File: config.mk
export PLATFORM = sky130hd
export DESIGN_NAME = sst_front
export DESIGN_NICKNAME = d
export VERILOG_FILES = /design/src/design/sst_pkg.sv /design/src/design/sst_front.sv
export VERILOG_INCLUDE_DIRS = /design/src /design/src/design
export SDC_FILE = /design/constraint.sdc
export NUM_CORES = 1
export LEC_CHECK = 0
export BUFFER_PORTS_ARGS = -buffer_cell sky130_fd_sc_hd__buf_4
export CELL_PAD_IN_SITES_DETAIL_PLACEMENT = 0
export CELL_PAD_IN_SITES_GLOBAL_PLACEMENT = 1
export CORE_ASPECT_RATIO = 0.6
export CORE_MARGIN = 2
export CORE_UTILIZATION = 35
export CTS_BUF_LIST = sky130_fd_sc_hd__clkbuf_2
export CTS_CLUSTER_SIZE = 8
export DETAILED_ROUTE_END_ITERATION = 8
export GPL_TIMING_DRIVEN = 0
export PLACE_DENSITY_LB_ADDON = 0.1
export SLEW_MARGIN = 20
export SYNTH_ARGS = -nofsm -noshare
export SYNTH_HDL_FRONTEND = slang
export SYNTH_SLANG_ARGS = --single-unit
File: constraint.sdc
create_clock -name clk -period 9.9 [get_ports clk]
set_input_delay 0.99 -clock clk [delete_from_list [all_inputs] [get_ports clk]]
set_output_delay 0.99 -clock clk [all_outputs]
set_load 0.05 [all_outputs]
File: src/design/assert_macros.svh
// Assertion helpers shared by the design files.
`ifndef ASSERT_MACROS_SVH
`define ASSERT_MACROS_SVH

`ifndef ASSERT_OFF

// The property must hold at every rising edge outside reset.
`define ASSERT_ALWAYS(label, clk, rst_n, prop, msg) \
    label: assert property (@(posedge clk) disable iff (!rst_n) (prop)) else $error(msg);

// The condition must never be seen at a rising edge outside reset.
`define ASSERT_NEVER(label, clk, rst_n, cond, msg) \
    label: assert property (@(posedge clk) disable iff (!rst_n) !(cond)) else $error(msg);

`else

`define ASSERT_ALWAYS(label, clk, rst_n, prop, msg)
`define ASSERT_NEVER(label, clk, rst_n, cond, msg)

`endif

`endif

File: src/design/sst_pkg.sv
package sst_pkg;

    localparam int SIDE_W    = 7;
    localparam int SQ_W      = 2 * SIDE_W;
    localparam int SIZE_W    = 3 * SIDE_W;
    localparam int CFG_IDX_W = 4;

    localparam logic [CFG_IDX_W-1:0] REG_SIDE_LENGTH = 4'd0;
    localparam logic [CFG_IDX_W-1:0] REG_BLOCK_COUNT = 4'd1;

    localparam logic ACT_LOAD  = 1'b0;
    localparam logic ACT_DRAIN = 1'b1;

    localparam logic [SIDE_W-1:0] RESET_SIDE   = 7'd8;
    localparam logic [SIDE_W-1:0] RESET_BLOCKS = 7'd1;
    localparam logic [SQ_W-1:0]   RESET_SQ     = 14'd64;
    localparam logic [SQ_W-1:0]   RESET_ROWLEN = 14'd8;
    localparam logic [SIZE_W-1:0] RESET_SIZE   = 21'd64;

    typedef enum logic [1:0] {
        ST_OK            = 2'd0,
        ST_LOAD_OVERFLOW = 2'd1,
        ST_NO_FRAME      = 2'd2
    } status_t;

    // What the back end does with one queued transaction.
    typedef enum logic [1:0] {
        OP_STORE     = 2'd0,
        OP_FETCH     = 2'd1,
        OP_LOAD_ERR  = 2'd2,
        OP_DRAIN_ERR = 2'd3
    } op_t;

    typedef struct packed {
        op_t  op;
        logic last;
    } sst_ctrl_t;

endpackage

File: src/design/sst_front.sv
`include "assert_macros.svh"

module sst_front
    import sst_pkg::*;
#(
    parameter int MAX_ELEMS  = 4096,
    parameter int MAX_SIDE   = 64,
    parameter int ELEM_WIDTH = 64,
    localparam int ADDR_W    = $clog2(MAX_ELEMS),
    localparam int CNT_W     = $clog2(MAX_ELEMS + 1)
)
(
    input  logic                  clk,
    input  logic                  rst_n,
    input  logic                  cfg_valid,
    output logic                  cfg_ready,
    input  logic [CFG_IDX_W-1:0]  cfg_index,
    input  logic [SIDE_W-1:0]     cfg_data,
    input  logic                  in_valid,
    output logic                  in_ready,
    input  logic                  in_action,
    input  logic [ELEM_WIDTH-1:0] in_value,
    output logic                  cmd_valid,
    input  logic                  cmd_ready,
    output sst_ctrl_t             cmd_ctrl,
    output logic [ADDR_W-1:0]     cmd_addr,
    output logic [ELEM_WIDTH-1:0] cmd_data
);

    localparam logic RESET_GEOM_OK = (int'(RESET_SIDE) <= MAX_SIDE)
                                  && (int'(RESET_SIZE) <= MAX_ELEMS);

    logic [SIDE_W-1:0] side_reg;
    logic [SIDE_W-1:0] blocks_reg;
    logic [SQ_W-1:0]   sq_reg;
    logic [SQ_W-1:0]   rowlen_reg;
    logic [SIZE_W-1:0] size_reg;
    logic              geom_ok_reg;
    logic [1:0]        geom_cnt_reg;

    logic [CNT_W-1:0]  load_cnt_reg,  load_cnt_next;
    logic              full_reg,      full_next;
    logic [SIDE_W-1:0] row_reg,       row_next;
    logic [SIDE_W-1:0] blk_reg,       blk_next;
    logic [SIDE_W-1:0] col_reg,       col_next;
    logic [ADDR_W-1:0] base_reg,      base_next;
    logic [ADDR_W-1:0] addr_reg,      addr_next;

    logic cfg_we;
    logic geom_idle;
    logic accept;
    logic load_ok;
    logic drain_ok;
    logic last_col;
    logic last_blk;
    logic last_row;

    assign cfg_ready = 1'b1;
    assign cfg_we    = cfg_valid && cfg_ready;
    assign geom_idle = (geom_cnt_reg == 2'd0);
    assign in_ready  = cmd_ready && geom_idle;
    assign cmd_valid = in_valid && geom_idle;
    assign accept    = in_valid && in_ready;
    assign cmd_data  = in_value;

    // Geometry is derived in steps after a register write (square and row length,
    // then frame size, then validity); the front end holds off transactions until it has settled.
    always_ff @(posedge clk or negedge rst_n)
    begin
        if (!rst_n)
        begin
            side_reg     <= RESET_SIDE;
            blocks_reg   <= RESET_BLOCKS;
            sq_reg       <= RESET_SQ;
            rowlen_reg   <= RESET_ROWLEN;
            size_reg     <= RESET_SIZE;
            geom_ok_reg  <= RESET_GEOM_OK;
            geom_cnt_reg <= 2'd0;
        end
        else
        begin
            if (geom_cnt_reg == 2'd3)
            begin
                sq_reg     <= SQ_W'(side_reg) * SQ_W'(side_reg);
                rowlen_reg <= SQ_W'(side_reg) * SQ_W'(blocks_reg);
            end
            if (geom_cnt_reg == 2'd2)
            begin
                size_reg <= SIZE_W'(sq_reg) * SIZE_W'(blocks_reg);
            end
            if (geom_cnt_reg == 2'd1)
            begin
                geom_ok_reg <= (side_reg != '0) && (int'(side_reg) <= MAX_SIDE)
                            && (blocks_reg != '0) && (int'(size_reg) <= MAX_ELEMS);
            end
            if (cfg_we)
            begin
                case (cfg_index)
                    REG_SIDE_LENGTH: side_reg   <= cfg_data;
                    REG_BLOCK_COUNT: blocks_reg <= cfg_data;
                    default:         ;
                endcase
                geom_cnt_reg <= 2'd3;
            end
            else if (!geom_idle)
            begin
                geom_cnt_reg <= geom_cnt_reg - 2'd1;
            end
        end
    end

    assign load_ok  = geom_ok_reg && !full_reg && (SIZE_W'(load_cnt_reg) < size_reg);
    assign drain_ok = geom_ok_reg && full_reg;
    assign last_col = (col_reg == side_reg - 7'd1);
    assign last_blk = (blk_reg == blocks_reg - 7'd1);
    assign last_row = (row_reg == side_reg - 7'd1);

    always_comb
    begin
        load_cnt_next = load_cnt_reg;
        full_next     = full_reg;
        row_next      = row_reg;
        blk_next      = blk_reg;
        col_next      = col_reg;
        base_next     = base_reg;
        addr_next     = addr_reg;
        cmd_ctrl.last = 1'b0;

        if (in_action == ACT_LOAD)
        begin
            cmd_ctrl.op = load_ok ? OP_STORE : OP_LOAD_ERR;
            cmd_addr    = load_cnt_reg[ADDR_W-1:0];
        end
        else
        begin
            cmd_ctrl.op = drain_ok ? OP_FETCH : OP_DRAIN_ERR;
            cmd_addr    = addr_reg;
        end

        // Drain walks the buffer column-major inside each block; the read
        // address is kept incrementally so no multiplier sits on this path.
        if (in_action == ACT_DRAIN && drain_ok)
        begin
            cmd_ctrl.last = last_col && last_blk && last_row;
        end

        if (accept)
        begin
            if (in_action == ACT_LOAD && load_ok)
            begin
                load_cnt_next = load_cnt_reg + CNT_W'(1);
                if (SIZE_W'(load_cnt_reg) + SIZE_W'(1) == size_reg)
                begin
                    full_next = 1'b1;
                end
            end
            else if (in_action == ACT_DRAIN && drain_ok)
            begin
                if (!last_col)
                begin
                    col_next  = col_reg + 7'd1;
                    addr_next = addr_reg + ADDR_W'(rowlen_reg);
                end
                else if (!last_blk)
                begin
                    col_next  = '0;
                    blk_next  = blk_reg + 7'd1;
                    base_next = base_reg + ADDR_W'(side_reg);
                    addr_next = base_reg + ADDR_W'(side_reg);
                end
                else if (!last_row)
                begin
                    col_next  = '0;
                    blk_next  = '0;
                    row_next  = row_reg + 7'd1;
                    base_next = ADDR_W'(row_reg) + ADDR_W'(1);
                    addr_next = ADDR_W'(row_reg) + ADDR_W'(1);
                end
                else
                begin
                    load_cnt_next = '0;
                    full_next     = 1'b0;
                    row_next      = '0;
                    blk_next      = '0;
                    col_next      = '0;
                    base_next     = '0;
                    addr_next     = '0;
                end
            end
        end

        // Any register write abandons the frame in progress.
        if (cfg_we)
        begin
            load_cnt_next = '0;
            full_next     = 1'b0;
            row_next      = '0;
            blk_next      = '0;
            col_next      = '0;
            base_next     = '0;
            addr_next     = '0;
        end
    end

    always_ff @(posedge clk or negedge rst_n)
    begin
        if (!rst_n)
        begin
            load_cnt_reg <= '0;
            full_reg     <= 1'b0;
            row_reg      <= '0;
            blk_reg      <= '0;
            col_reg      <= '0;
            base_reg     <= '0;
            addr_reg     <= '0;
        end
        else
        begin
            load_cnt_reg <= load_cnt_next;
            full_reg     <= full_next;
            row_reg      <= row_next;
            blk_reg      <= blk_next;
            col_reg      <= col_next;
            base_reg     <= base_next;
            addr_reg     <= addr_next;
        end
    end

    `ASSERT_ALWAYS(a_full_count, clk, rst_n, full_reg |-> (SIZE_W'(load_cnt_reg) == size_reg), "frame held without a full load count")
    `ASSERT_ALWAYS(a_idle_drain, clk, rst_n, !full_reg |-> (row_reg == '0 && blk_reg == '0 && col_reg == '0 && addr_reg == '0), "drain position moved without a frame")
    `ASSERT_ALWAYS(a_drain_range, clk, rst_n, (full_reg && geom_idle) |-> (col_reg < side_reg && row_reg < side_reg && blk_reg < blocks_reg), "drain position outside the geometry")

endmodule

After elaboration in Yosys (flattened, before gate mapping)

Index checks and enable logic that the tools add are counted.

$add $sub $neg: 11
Multipliers: 3
Magnitude comparators: 3
Equal/unequal tests: 11
Muxes and demuxes: 52
Bitwise operators: 1
Reduce and logical (&&, ||, !) cells: 33

Operators by type and width:

| cell                                                                    | number |
|---|---|
| 12-bit 2-to-1 mux                                                       | 12 |
| 7-bit 2-to-1 mux                                                        | 18 |
| 13-bit 2-to-1 mux                                                       | 7 |
| 7-bit by 1-bit adder with 7-bit output, second input constant           | 3 |
| 14-bit by 21-bit equality test with 1-bit output                        | 1 |
| 7-bit equality test                                                     | 3 |
| 21-bit by 13-bit <= comparator with 1-bit output, second input constant | 1 |
| 13-bit by 21-bit less-than comparator with 1-bit output                 | 1 |
| 14-bit by 7-bit multiplier with 21-bit output                           | 1 |
| 13-bit by 1-bit adder with 14-bit output, second input constant         | 1 |
| 7-bit by 7-bit multiplier with 14-bit output                            | 1 |
| 7-bit nonzero test                                                      | 2 |
| 7-bit by 1-bit subtractor with 7-bit output, second input constant      | 2 |
| 13-bit by 1-bit adder with 13-bit output, second input constant         | 1 |
| 1-bit logical AND                                                       | 13 |
| 12-bit adder                                                            | 1 |
| 12-bit by 7-bit adder with 12-bit output                                | 1 |
| 7-bit by 7-bit multiplier with 12-bit output                            | 1 |
| 3-bit nonzero test                                                      | 4 |
| 2-bit 2-to-1 mux                                                        | 5 |
| 5-bit AND reduction                                                     | 2 |
| 1-bit 2-to-1 mux                                                        | 9 |
| 7-bit by 1-bit adder with 8-bit output, second input constant           | 1 |
| 8-bit 2-to-1 mux                                                        | 1 |
| 16 further kinds                                                        | 22 |

Bits in registers: 123
Input port bits: 81

Logic depth before layout (Yosys ltp)

Gate-level depths: netlist (run 1).

Word-level depth: 9
Mapped depth: 19
Depth with buffers taken out: 17

Worst setup path before layout (run 1)

No wires, ideal clock.

Kind: reg-to-reg
From: reg blocks_reg[1]
To: reg size_reg[20]
Setup time: 0.136 ns
Arrival time: 4.855 ns
Slack: 4.909 ns
Cell stages (with the launch flop): 19
Path buffers: 3
Clock period less this slack: 4.991 ns
Cell sequence: dfrtp_1 -> clkbuf_1 -> clkbuf_1 -> and2_1 -> fa_1 -> fa_1 -> fa_1 -> inv_1 -> fa_1 -> inv_1 -> ha_1 -> clkbuf_1 -> a21o_1 -> a21oi_1 -> nor3b_1 -> a211oi_1 -> nor3_1 -> nor3_1 -> or3b_2

Word-level cells in the longest chain between the ends: 1

Ends and longest elaborated chain:

| element                                       | RTL line         | RTL |
|---|---|---|
| from (decl)                                   | sst_front.sv:34  | `logic [SIDE_W-1:0] blocks_reg;` |
| from (signal assigned)                        | sst_front.sv:100 | `REG_BLOCK_COUNT: blocks_reg <= cfg_data;` |
| 14-bit by 7-bit multiplier with 21-bit output | sst_front.sv:89  | `size_reg <= SIZE_W'(sq_reg) * SIZE_W'(blocks_reg);` |
| to (signal assigned)                          | sst_front.sv:89  |  |
| to (decl)                                     | sst_front.sv:37  | `logic [SIZE_W-1:0] size_reg;` |

Every way passes these cells.
A chain may end at the register's enable or synchronous reset.

Worst setup path in the final report (run 1)

Same ends and word-level chain as after synthesis.

==> results.yml, run 1 <==
run_status:
  status: "complete, no violations"
global_route:
  grt_pass1_wl_mm: 63.45
  grt_pass1_vias: 10430
  gr-total-overflow: 0
  grt_start_max_net_pins: 88
  grt_use_total_pct: 20.32
  antenna_found_initial: 3
floorplan:
  core_um2: 39170
  die_h_um: 158.6
  start_util_pct: 35.58
  num_rows: 56
  die_w_um: 261.6
  dieArea_um2: 41480
  io_pins: 163
synth:
  synthArstFlopShare_pct: 100.0
  ys_ff_latch: 122
  ys_warn_count: 0
  synth_edf_count: 0
  synth_area_leaders: "dfrtp_1 21%, fa_1 14%, ha_1 12%"
  netlist_instances: 1534
  syn-cell-area_um2: 13930
  synth.avg_cell_area_um2: 9.084
  yosysTopAreaCell: "dfrtp_1"
  yosysUniqueCellTypes: 84
  ys.flop_type: "dfrtp_1"
  synth_common_cells: "169 x inv_1, 138 x nand2_1, 130 x ha_1"
  yosysSeqAreaShare_pct: 21.96
  yosysMostFrequentCell: "inv_1"
  synth.top_cell.area_share_pct: 20.83
cells_and_area:
  fin_cells: 2190
  fin_nets: 1961
  layout-drive-gt1-share_pct: 17.34
  multiInputGateArea_um2: 9473
  largest_register_ffs: 21
  ff_latch_area_um2: 3060
  fillers: 4047
  syn_to_final_growth_pct: 11.89
routing:
  drtPass1Iterations: 5
  viasPerCell: 5.063
  drtIter0Drc: 644
  num_vias: 11090
  ant_nets: 0
  drt_wl_total_mm: 40.97
  drc: 0
  wl_per_cell_um: 18.71
clock_tree:
  htree_levels: 4
  clkTransAtPathRegs_ns: 0.26
  post_cts_buffers: 0
  cts_buffers: 17
  clk_root_buffer_cell: "clkbuf_2"
  tritoncts: "built"
  clockBufferDepth: 2
  clock-sinks: 122
  insertion_delay_ns: 0.81
  post_cts_resized: 0
min_path:
  min_path_cells: 3
  worstHoldStart: "cfg_data[2]"
  hold_path_class: "in -> reg"
sta:
  fmax_mhz: 164.5
  fin_skew_ns: 0.06866
  slew_violations: 0
  finalSetupTns_ns: 0
  max-slew-margin-rel_pct: 26.51
  period_needed_ns: 6.078
  rsz0062_at_grt: "no"
  period_share_pct: 61.40
  hold_viol_final: 0
  finalSetupViolations: 0
  worst_pin_slew_ns: 1.075
power:
  peakVddDrop_uv: 311.9
  p_leak_nw: 7.559
  power_density_nw_per_um2: 341.5
placed_design:
  place_inst: 2156
  io_buffers: 96
  gp_congestion: 0.8364
  dp_hpwl_mm: 33.63
critical_path:
  path_common_cell: "fa_1"
  crit_cells: 18
  path_max_fanout: 10
  cp_cell_sequence: "clkbuf_1 > clkbuf_1 > and2_1 > fa_1 > fa_1 > fa_1 > inv_1 > fa_1 > inv_1 > ha_1 > clkbuf_1 > a21o_1 > a21oi_1 > nor3b_1 > a211oi_1 > nor3_1 > nor3_1 > or3b_2"
  critPathLaunchType: "register"
  crit_path_end_kind: "register"
  max_stage_delay_ns: 0.55
  crit_family: "adder cells"
  path_class: "reg -> reg"
  path_buf_inv: 5
  crit_slowest_cell: "fa_1"
  r2r-start: "blocks_reg[1]$_DFFE_PN0P_"
  worstPathArrival_ns: 6.81
  reg2reg_depth: 18
  crit_required_ns: 10.63
  critPathLaunch: "blocks_reg[1]$_DFFE_PN0P_"
job:
  maxCapViolCount: 0
## cell type report
cell class | count | share of cell area, %
Antenna cell | 1 | 0.01605
Buffer | 127 | 4.968
Clock buffer | 17 | 0.5457
Clock inverter | 15 | 0.8908
Inverter | 170 | 4.093
Multi-Input combinational cell | 1118 | 60.76
Sequential cell | 122 | 19.63
Tap cell | 522 | 4.189
Timing Repair Buffer | 98 | 4.911
## power by group
part	switching [W]	total (W)	internal (W)	leakage, nW
Sequential	0.000186	0.000818	0.000632	1.58
Combinational	0.00243	0.00417	0.00174	5.84
Clock	0.000239	0.000334	0.0000952	0.138
Total	0.00286	0.00532	0.00247	7.56
## per-stage QoR
stage	hold WS, ns	utilization [%]	worst slack [ns]	power (W)	cell area [µm²]
after floorplan	0.4428	-	4.909	0.003940	13950
after global placement	0.4546	39.11	3.801	0.005009	15320
after detailed placement	0.4669	39.20	3.848	0.005024	15350
after CTS	0.2617	39.80	3.841	0.005411	15590
after global routing	0.2885	39.81	3.419	0.006028	15590
final	0.3815	39.81	3.822	0.005325	15590
## cell families (layout without fill, tap and decap cells)
| family | Yosys count | in the layout | share of synthesized area [%] |
|---|---|---|---|
| and+or+nand+nor | 479 | 479 | 18.51 |
| buffers and inverters | 297 | 427 | 10.14 |
| AOI/OAI and AO/OA | 253 | 253 | 12.45 |
| adders and majority gates | 226 | 226 | 25.46 |
| DFF | 122 | 122 | 21.96 |
| xor gates and xnor gates | 111 | 111 | 7.884 |
| muxes | 44 | 44 | 3.538 |
| other | 2 | 6 | 0.05389 |
## cell usage in the layout (no fill, tap or decap), drive strengths merged, types with 5 or more instances in the layout
cell and instances:
a2111oi 5, a211oi 8, a21o 20, a21oi 56, a31oi 25, and2 92
and3 17, and4 7, buf 176, clkbuf 65, clkinv 9, conb 5
dfrtp 116, dfstp 6, fa 96, ha 130, inv 174, mux2 39
mux2i 5, nand2 138, nand2b 6, nand3 44, nand3b 9, nand4 14
nor2 56, nor3 43, nor3b 10, nor4 10, o211ai 8, o21a 6
o21ai 72, o21bai 8, o311ai 5, or2 5, or3 16, xnor2 66
xnor3 8, xor2 36
## repair_timing
action                                 CTS  global route
endpoints found under the hold margin   33             0
setup endpoints to repair                0             0
hold buffers                             1             0
## worst paths after layout
kind,endpoint,slack [ns]
setup / recovery,size_reg[20]$_DFFE_PN0N_,3.82
hold / removal,side_reg[2]$_DFFE_PN0P_,0.38
setup reg to reg,size_reg[20]$_DFFE_PN0N_,3.82
hold reg to reg,base_reg[3]$_DFFE_PN0P_,0.51
max in group asynchronous,size_reg[6]$_DFFE_PN1N_,8.43
min in group asynchronous,sq_reg[10]$_DFFE_PN0N_,0.60
## worst register-to-register path, delay by kind of cell, from the launching register on
family | cells | cell delay [ns]
and+or+nand+nor | 5 | 1.48
AOI/OAI and AO/OA | 3 | 0.64
DFF | 1 | 0.41
buffers and inverters | 5 | 1.24
adders and majority gates | 5 | 2.27
## per-layer routing
metal  global-route usage (%)  vias up  part of all wire (%)  routed length, µm
li1                         -     5369                     -                  -
met1                    34.05     5432                    56              22840
met3                    4.139        9                   6.3               2592
met2                    25.96      279                    37              15350
met5                        0        -                     0                  0
met4                    2.949        0                  0.46                187
(Power assumes the default switching activity.)
==> inputs of run 2 (changes only) <==
--- a/config.mk
+++ b/config.mk
@@ -6,6 +6,7 @@
 export SDC_FILE = /design/constraint.sdc
 export NUM_CORES = 1
 export LEC_CHECK = 0
+export ABC_AREA = 1
 export BUFFER_PORTS_ARGS = -buffer_cell sky130_fd_sc_hd__buf_4
 export CELL_PAD_IN_SITES_DETAIL_PLACEMENT = 0
 export CELL_PAD_IN_SITES_GLOBAL_PLACEMENT = 1
==> constraint.sdc (replaced) <==
create_clock -name clk -period 5.99 [get_ports clk]
set_input_delay 0.599 -clock clk [delete_from_list [all_inputs] [get_ports clk]]
set_output_delay 0.599 -clock clk [all_outputs]
set_load 0.05 [all_outputs]
==> run 2 against run 1 <==
Net effect:
- register-to-register slack lost 3.3 ns
- maximum frequency rose by 10%
- core utilization up 0.14 points
- sequential power up 38%
- cell count up 19%
- clock skew shrank 0.028 ns
- area after synthesis is 0.12% higher
- critical path depth is 1 lower
- design area is 0.35% higher
- worst hold slack got worse by 0.27 ns
- via count increased by 10%
- first-iteration DRC count rose by 38%
- critical path type unchanged
- critical endpoint is now size_reg[18]$_DFFE_PN0N_
==> results.yml, run 2 <==
min_path:
  min_to: "side_reg[3]$_DFFE_PN1P_"
  worstHoldStart: "cfg_data[3]"
  min_path_cells: 3
  hold_path_class: "in -> reg"
sta:
  finalSetupViolations: 0
  rsz0062_at_grt: "no"
  hold_viol_final: 0
  period_share_pct: 92.06
  finalSetupTns_ns: 0
  max-slew-margin-rel_pct: 44.90
  period_needed_ns: 5.514
  fin_skew_ns: 0.04094
  fmax_mhz: 181.3
  slew_violations: 0
  worst_pin_slew_ns: 0.8221
synth:
  synthArstFlopShare_pct: 100.0
  yosysSeqAreaShare_pct: 21.94
  ys_ff_latch: 122
  synth.avg_cell_area_um2: 7.154
  ys_warn_count: 0
  synth_edf_count: 0
  yosysTopAreaCell: "dfrtp_1"
  synth_area_leaders: "dfrtp_1 21%, nand2_1 15%, fa_1 14%"
  synth.top_cell.area_share_pct: 20.81
  syn-cell-area_um2: 13950
  netlist_instances: 1950
  synth_common_cells: "550 x nand2_1, 350 x inv_1, 130 x ha_1"
  yosysUniqueCellTypes: 48
  yosysMostFrequentCell: "nand2_1"
  ys.flop_type: "dfrtp_1"
clock_tree:
  clockBufferDepth: 2
  cts_buffers: 17
  clock-sinks: 122
  clk_root_buffer_cell: "clkbuf_2"
  post_cts_resized: 0
  clkTransAtPathRegs_ns: 0.24
  tritoncts: "built"
  htree_levels: 4
  insertion_delay_ns: 0.79
floorplan:
  die_w_um: 261.7
  start_util_pct: 35.62
  die_h_um: 158.6
  num_rows: 56
  io_pins: 163
  core_um2: 39170
  dieArea_um2: 41520
routing:
  ant_nets: 0
  drtPass1Iterations: 5
  m1WireLength_mm: 23.03
  drt_wl_total_mm: 42.09
  drtIter0Drc: 889
  route.met3.wl_mm: 1.670
  wl_per_cell_um: 16.14
  met2WireLength_mm: 17.14
  drc: 0
  dr.max_layer_used: "met4"
  viasPerCell: 4.687
  num_vias: 12220
critical_path:
  r2r-end: "size_reg[18]$_DFFE_PN0N_"
  r2r-start: "blocks_reg[6]$_DFFE_PN0P_"
  crit_required_ns: 6.64
  crit_path_end_kind: "register"
  path_max_fanout: 10
  cp_cell_sequence: "clkbuf_1 > buf_1 > nand2_1 > inv_1 > fa_1 > fa_1 > fa_1 > inv_1 > fa_1 > inv_1 > ha_1 > a21oi_1 > o21ai_0 > a311oi_1 > nand3b_1 > nand3_1 > o21ai_0"
  reg2reg_depth: 17
  worstPathArrival_ns: 6.17
  rrSetupSlack_ns: 0.48
  critPathLaunchType: "register"
  crit_slowest_cell: "buf_1"
  path_common_cell: "fa_1"
  path_class: "reg -> reg"
  max_stage_delay_ns: 0.58
placed_design:
  gp_congestion: 0.8640
  dp_hpwl_mm: 34.69
  io_buffers: 96
cells_and_area:
  fin_nets: 2377
  syn_to_final_growth_pct: 12.15
  largest_register_ffs: 21
  layout-drive-gt1-share_pct: 12.39
  final_cell_mix: "550 x nand2_1, 350 x inv_1, 162 x buf_4"
  final_common_cell: "nand2_1"
power:
  seq_power_share_pct: 21.8
  p_sw_share_pct: 52.80
  internal_power_w: 0.002453
  power.switching_w: 0.002744
  combPwrFrac_pct: 66.2
  p_leak_nw: 8.764
  finalPower_w: 0.005197
  power_density_nw_per_um2: 332.2
  peakVddDrop_uv: 152.0
  p_clk_share_pct: 12.0
global_route:
  grt_pass1_vias: 12030
  grt_use_total_pct: 21.14
  antenna_found_initial: 1
  gr-total-overflow: 0
  grt_start_max_net_pins: 84
  grt_pass1_wl_mm: 66.92
job:
  maxCapViolCount: 0
run_status:
  status: "complete, no violations"
-- run 2: cell count changes in the layout (fill, tap and decap cells not counted), moves of 26 or more --
cell / delta
and2_1: -91
inv_1: +181
mux2_2: -38
nand2_1: +412
nand3_1: +65
nor2_1: +51
o21ai_0: +26
xnor2_1: -51
-- run 2: cells by family (layout without fill, tap and decap cells) --
kind of cell | count (synthesis) | count (layout) | share of synthesized area (%)
AND/OR/NAND/NOR | 842 | 842 | 25.13
buffers and inverters | 489 | 619 | 15.44
adder cells (fa/ha/maj) | 226 | 226 | 25.43
AO/OA/AOI/OAI | 216 | 216 | 8.574
flip-flops | 122 | 122 | 21.94
XOR/XNOR | 53 | 53 | 3.426
other | 2 | 7 | 0.05383
-- run 2: how the worst max path moves through the flow --
stage / start / endpoint / slack (ns) / cells past startpoint
finish: blocks_reg[6]$_DFFE_PN0P_ / size_reg[18]$_DFFE_PN0N_ / 0.48 / 17
global route: blocks_reg[6]$_DFFE_PN0P_ / size_reg[19]$_DFFE_PN0N_ / 0.08 / 19
CTS: blocks_reg[6]$_DFFE_PN0P_ / size_reg[18]$_DFFE_PN0N_ / 0.47 / 17
detailed placement: blocks_reg[6]$_DFFE_PN0P_ / size_reg[18]$_DFFE_PN0N_ / 0.50 / 17
global placement: blocks_reg[6]$_DFFE_PN0P_ / size_reg[19]$_DFFE_PN0N_ / 0.51 / 19
floorplan: blocks_reg[3]$_DFFE_PN0P_ / size_reg[15]$_DFFE_PN0N_ / 1.39 / 22
-- run 2: metal layers --
| layer | vias up | track usage [%] |
|---|---|---|
| met3 | 14 | 3.152 |
| met2 | 201 | 30.82 |
| met5 | - | 0 |
| li1 | 6234 | - |
| met1 | 5770 | 33.06 |
| met4 | 0 | 3.139 |
-- run 2: what timing repair did --
action,4_1_cts,5_1_grt
setup buffers,0,0
hold buffers,1,0
endpoints found under the hold margin,39,0
-- run 2: worst max-delay path: cells and delay by family (launching register included) --
kind	cells	cell delay, ns
simple gates	3	0.32
buf+inv	5	1.34
compound gates	4	0.83
flops	1	0.51
fa+ha+maj	5	2.37
-- run 2: cell type report --
class	count	area, µm²
fill	4178	23520
multi-input combinational	1342	8747
sequential	122	3060
inverter	355	1335
buffer	134	819.5
timing repair buffer	98	765.7
tap	522	653.1
clock inverter	15	175.2
clock buffer	17	85.08
antenna	2	5.005
-- run 2: power groups by stage --
stage                     combinational (W)  clock (W)  sequential, W
after CTS                           0.00349   0.000646        0.00114
after floorplan                     0.00255          0        0.00109
after global routing                0.00396   0.000675        0.00116
after global placement              0.00344          0        0.00115
after detailed placement            0.00347          0        0.00116
final                               0.00344   0.000625        0.00113
-- run 2: metrics by stage --
stage / hold slack (ns) / cells / setup WS [ns] / utilization, % / area [µm²]
2_1_floorplan: 0.3034 / 1953 / 1.386 / - / 13960
3_5_place_dp: 0.4738 / 2572 / 0.5032 / 39.24 / 15370
3_3_place_gp: 0.4639 / 2571 / 0.5064 / 39.15 / 15340
5_1_grt: 0.06826 / 2607 / 0.08101 / 39.95 / 15650
6_report: 0.1155 / 2607 / 0.4756 / 39.95 / 15650
4_1_cts: 0.008538 / 2605 / 0.4715 / 39.93 / 15640
==> inputs of run 3 (changes only) <==
--- a/config.mk
+++ b/config.mk
@@ -6,7 +6,6 @@
 export SDC_FILE = /design/constraint.sdc
 export NUM_CORES = 1
 export LEC_CHECK = 0
-export ABC_AREA = 1
 export BUFFER_PORTS_ARGS = -buffer_cell sky130_fd_sc_hd__buf_4
 export CELL_PAD_IN_SITES_DETAIL_PLACEMENT = 0
 export CELL_PAD_IN_SITES_GLOBAL_PLACEMENT = 1
==> run 3 against run 2 <==
Net effect:
- worst hold slack better by 0.042 ns
- critical path depth stayed put
- combinational power is 100% higher
- clock power is 11% lower
- flip-flop and latch count stayed put
- die area is 0.11% lower
- clock skew is 0.029 ns higher
- clock-buffer cell count stayed put
- sequential share of layout area hardly changed
- design area hardly changed
- global-route usage is 0.81 points lower
- critical endpoint is now size_reg[20]$_DFFE_PN0N_
- largest cell class unchanged
==> results.yml, run 3 (synthesis results as in run 1) <==
sta:
  fin_skew_ns: 0.06976
  worst_pin_slew_ns: 0.8558
  finalSetupViolations: 0
  rsz0062_at_grt: "yes"
  hold_viol_final: 0
  finalSetupTns_ns: 0
  period_share_pct: 97.03
  finalHoldWorstSlack_ns: 0.1576
  period_needed_ns: 5.812
  fmax_mhz: 172.1
  slew_violations: 0
  max-slew-margin-rel_pct: 42.80
cells_and_area:
  fillers: 4043
  syn_to_final_growth_pct: 12.39
  ff_latch_area_um2: 3060
  final_common_cell: "inv_1"
  largest_register_ffs: 21
  fin_nets: 1967
  final_cell_mix: "169 x inv_1, 162 x buf_4, 138 x nand2_1"
  layout-drive-gt1-share_pct: 17.39
  multiInputGateArea_um2: 9474
global_route:
  antenna_found_initial: 2
  grt_use_total_pct: 20.32
  grt_start_max_net_pins: 88
  gr-total-overflow: 0
  grt_pass1_wl_mm: 63.47
  grt_pass1_vias: 10440
critical_path:
  r2r-start: "blocks_reg[1]$_DFFE_PN0P_"
  reg2reg_depth: 17
  worstPathArrival_ns: 6.56
  path_class: "reg -> reg"
  crit_slowest_cell: "dfrtp_1"
  rrSetupSlack_ns: 0.18
  crit_required_ns: 6.74
  cp_cell_sequence: "clkbuf_2 > and2_1 > fa_1 > fa_1 > fa_1 > inv_1 > fa_1 > inv_1 > ha_1 > clkbuf_1 > a21o_1 > a21oi_1 > nor3b_1 > a211oi_1 > nor3_1 > nor3_1 > or3b_2"
  r2r-end: "size_reg[20]$_DFFE_PN0N_"
  path_max_fanout: 12
  critPathLaunchType: "register"
  path_common_cell: "fa_1"
  crit_path_end_kind: "register"
  max_stage_delay_ns: 0.74
routing:
  drtPass1Iterations: 5
  drtIter0Drc: 675
  viasPerCell: 5.043
  num_vias: 11080
  drt_wl_total_mm: 40.97
  drc: 0
  ant_nets: 0
  wl_per_cell_um: 18.66
power:
  p_clk_share_pct: 6.3
  internal_power_w: 0.004081
  seq_power_share_pct: 15.4
  p_sw_share_pct: 53.69
  power.switching_w: 0.004731
  peakVddDrop_uv: 515.0
  p_leak_nw: 7.593
  power_density_nw_per_um2: 562.6
  combPwrFrac_pct: 78.3
min_path:
  worstHoldStart: "cfg_index[0]"
  min_path_cells: 3
  min_to: "side_reg[4]$_DFFE_PN0P_"
  hold_path_class: "in -> reg"
clock_tree:
  clockBufferDepth: 2
  tritoncts: "built"
  clk_root_buffer_cell: "clkbuf_2"
  htree_levels: 4
  cts_buffers: 17
  clock-sinks: 122
  insertion_delay_ns: 0.83
  clkTransAtPathRegs_ns: 0.26
floorplan:
  core_um2: 39170
  num_rows: 56
  io_pins: 163
  die_w_um: 261.6
  die_h_um: 158.6
  dieArea_um2: 41480
  start_util_pct: 35.58
placed_design:
  gp_congestion: 0.8364
  io_buffers: 96
  dp_hpwl_mm: 33.63
run_status:
  status: "complete, no violations"
job:
  maxCapViolCount: 0
run 3: layer usage:
layer / wire [µm] / track usage (%) / vias up / part of all wire, %
met2: 15340 / 26.01 / 254 / 37
met1: 23040 / 34.06 / 5423 / 56
li1: - / - / 5387 / -
met3: 2385 / 4.075 / 11 / 5.8
met4: 202 / 2.949 / 0 / 0.49
met5: 0 / 0 / - / 0
run 3: cell type report:
cell class,count,share of cell area (%)
sequential,122,19.54
clock buffer,17,0.5433
clock inverter,15,0.8868
tap,522,4.170
multi-input combinational,1118,60.49
antenna,1,0.01598
buffer,126,4.937
inverter,170,4.074
timing repair buffer,105,5.337
run 3: repair_timing:
item | in CTS | in global routing
hold endpoints to repair | 76 | 0
setup buffers | 0 | 0
setup endpoints to repair | 1 | 4
hold buffers | 8 | 0
resized for setup | 0 | 5
run 3: critical path: cells and delay by family (launching register included):
family | cells | cell delay [ns]
compound gates | 3 | 0.64
flops | 1 | 0.74
buf+inv | 4 | 0.64
simple gates | 5 | 1.47
fa+ha+maj | 5 | 2.27
run 3: power by group through the flow:
stage	logic (W)	clock network (W)	registers [W]
after floorplan	0.00530	0	0.00121
after global placement	0.00691	0	0.00137
after detailed placement	0.00694	0	0.00137
after CTS	0.00701	0.000579	0.00136
after global routing	0.00797	0.000618	0.00139
final	0.00690	0.000556	0.00136
run 3: worst max-delay path by stage:
| stage | start | end | slack [ns] | cells after the start |
|---|---|---|---|---|
| 2_1_floorplan | blocks_reg[1]$_DFFE_PN0P_ | size_reg[20]$_DFFE_PN0N_ | 1.0 | 18 |
| 3_3_place_gp | blocks_reg[1]$_DFFE_PN0P_ | size_reg[20]$_DFFE_PN0N_ | -0.11 | 18 |
| 3_5_place_dp | blocks_reg[1]$_DFFE_PN0P_ | size_reg[20]$_DFFE_PN0N_ | -0.06 | 18 |
| 4_1_cts | blocks_reg[1]$_DFFE_PN0P_ | size_reg[20]$_DFFE_PN0N_ | 0.14 | 17 |
| 5_1_grt | blocks_reg[4]$_DFFE_PN0P_ | size_reg[20]$_DFFE_PN0N_ | -0.05 | 17 |
| 6_report | blocks_reg[1]$_DFFE_PN0P_ | size_reg[20]$_DFFE_PN0N_ | 0.18 | 17 |
run 3: stage by stage:
stage          power (W)  area, µm²  instances  util (%)  worst slack [ns]
5_1_grt         0.009972      15660       2196     39.99          -0.05185
6_report        0.008812      15660       2196     39.99            0.1780
4_1_cts         0.008946      15660       2195     39.97            0.1361
3_3_place_gp    0.008279      15320       2155     39.11           -0.1090
2_1_floorplan   0.006512      13950       1537         -            0.9988
3_5_place_dp    0.008303      15350       2156     39.20          -0.06216
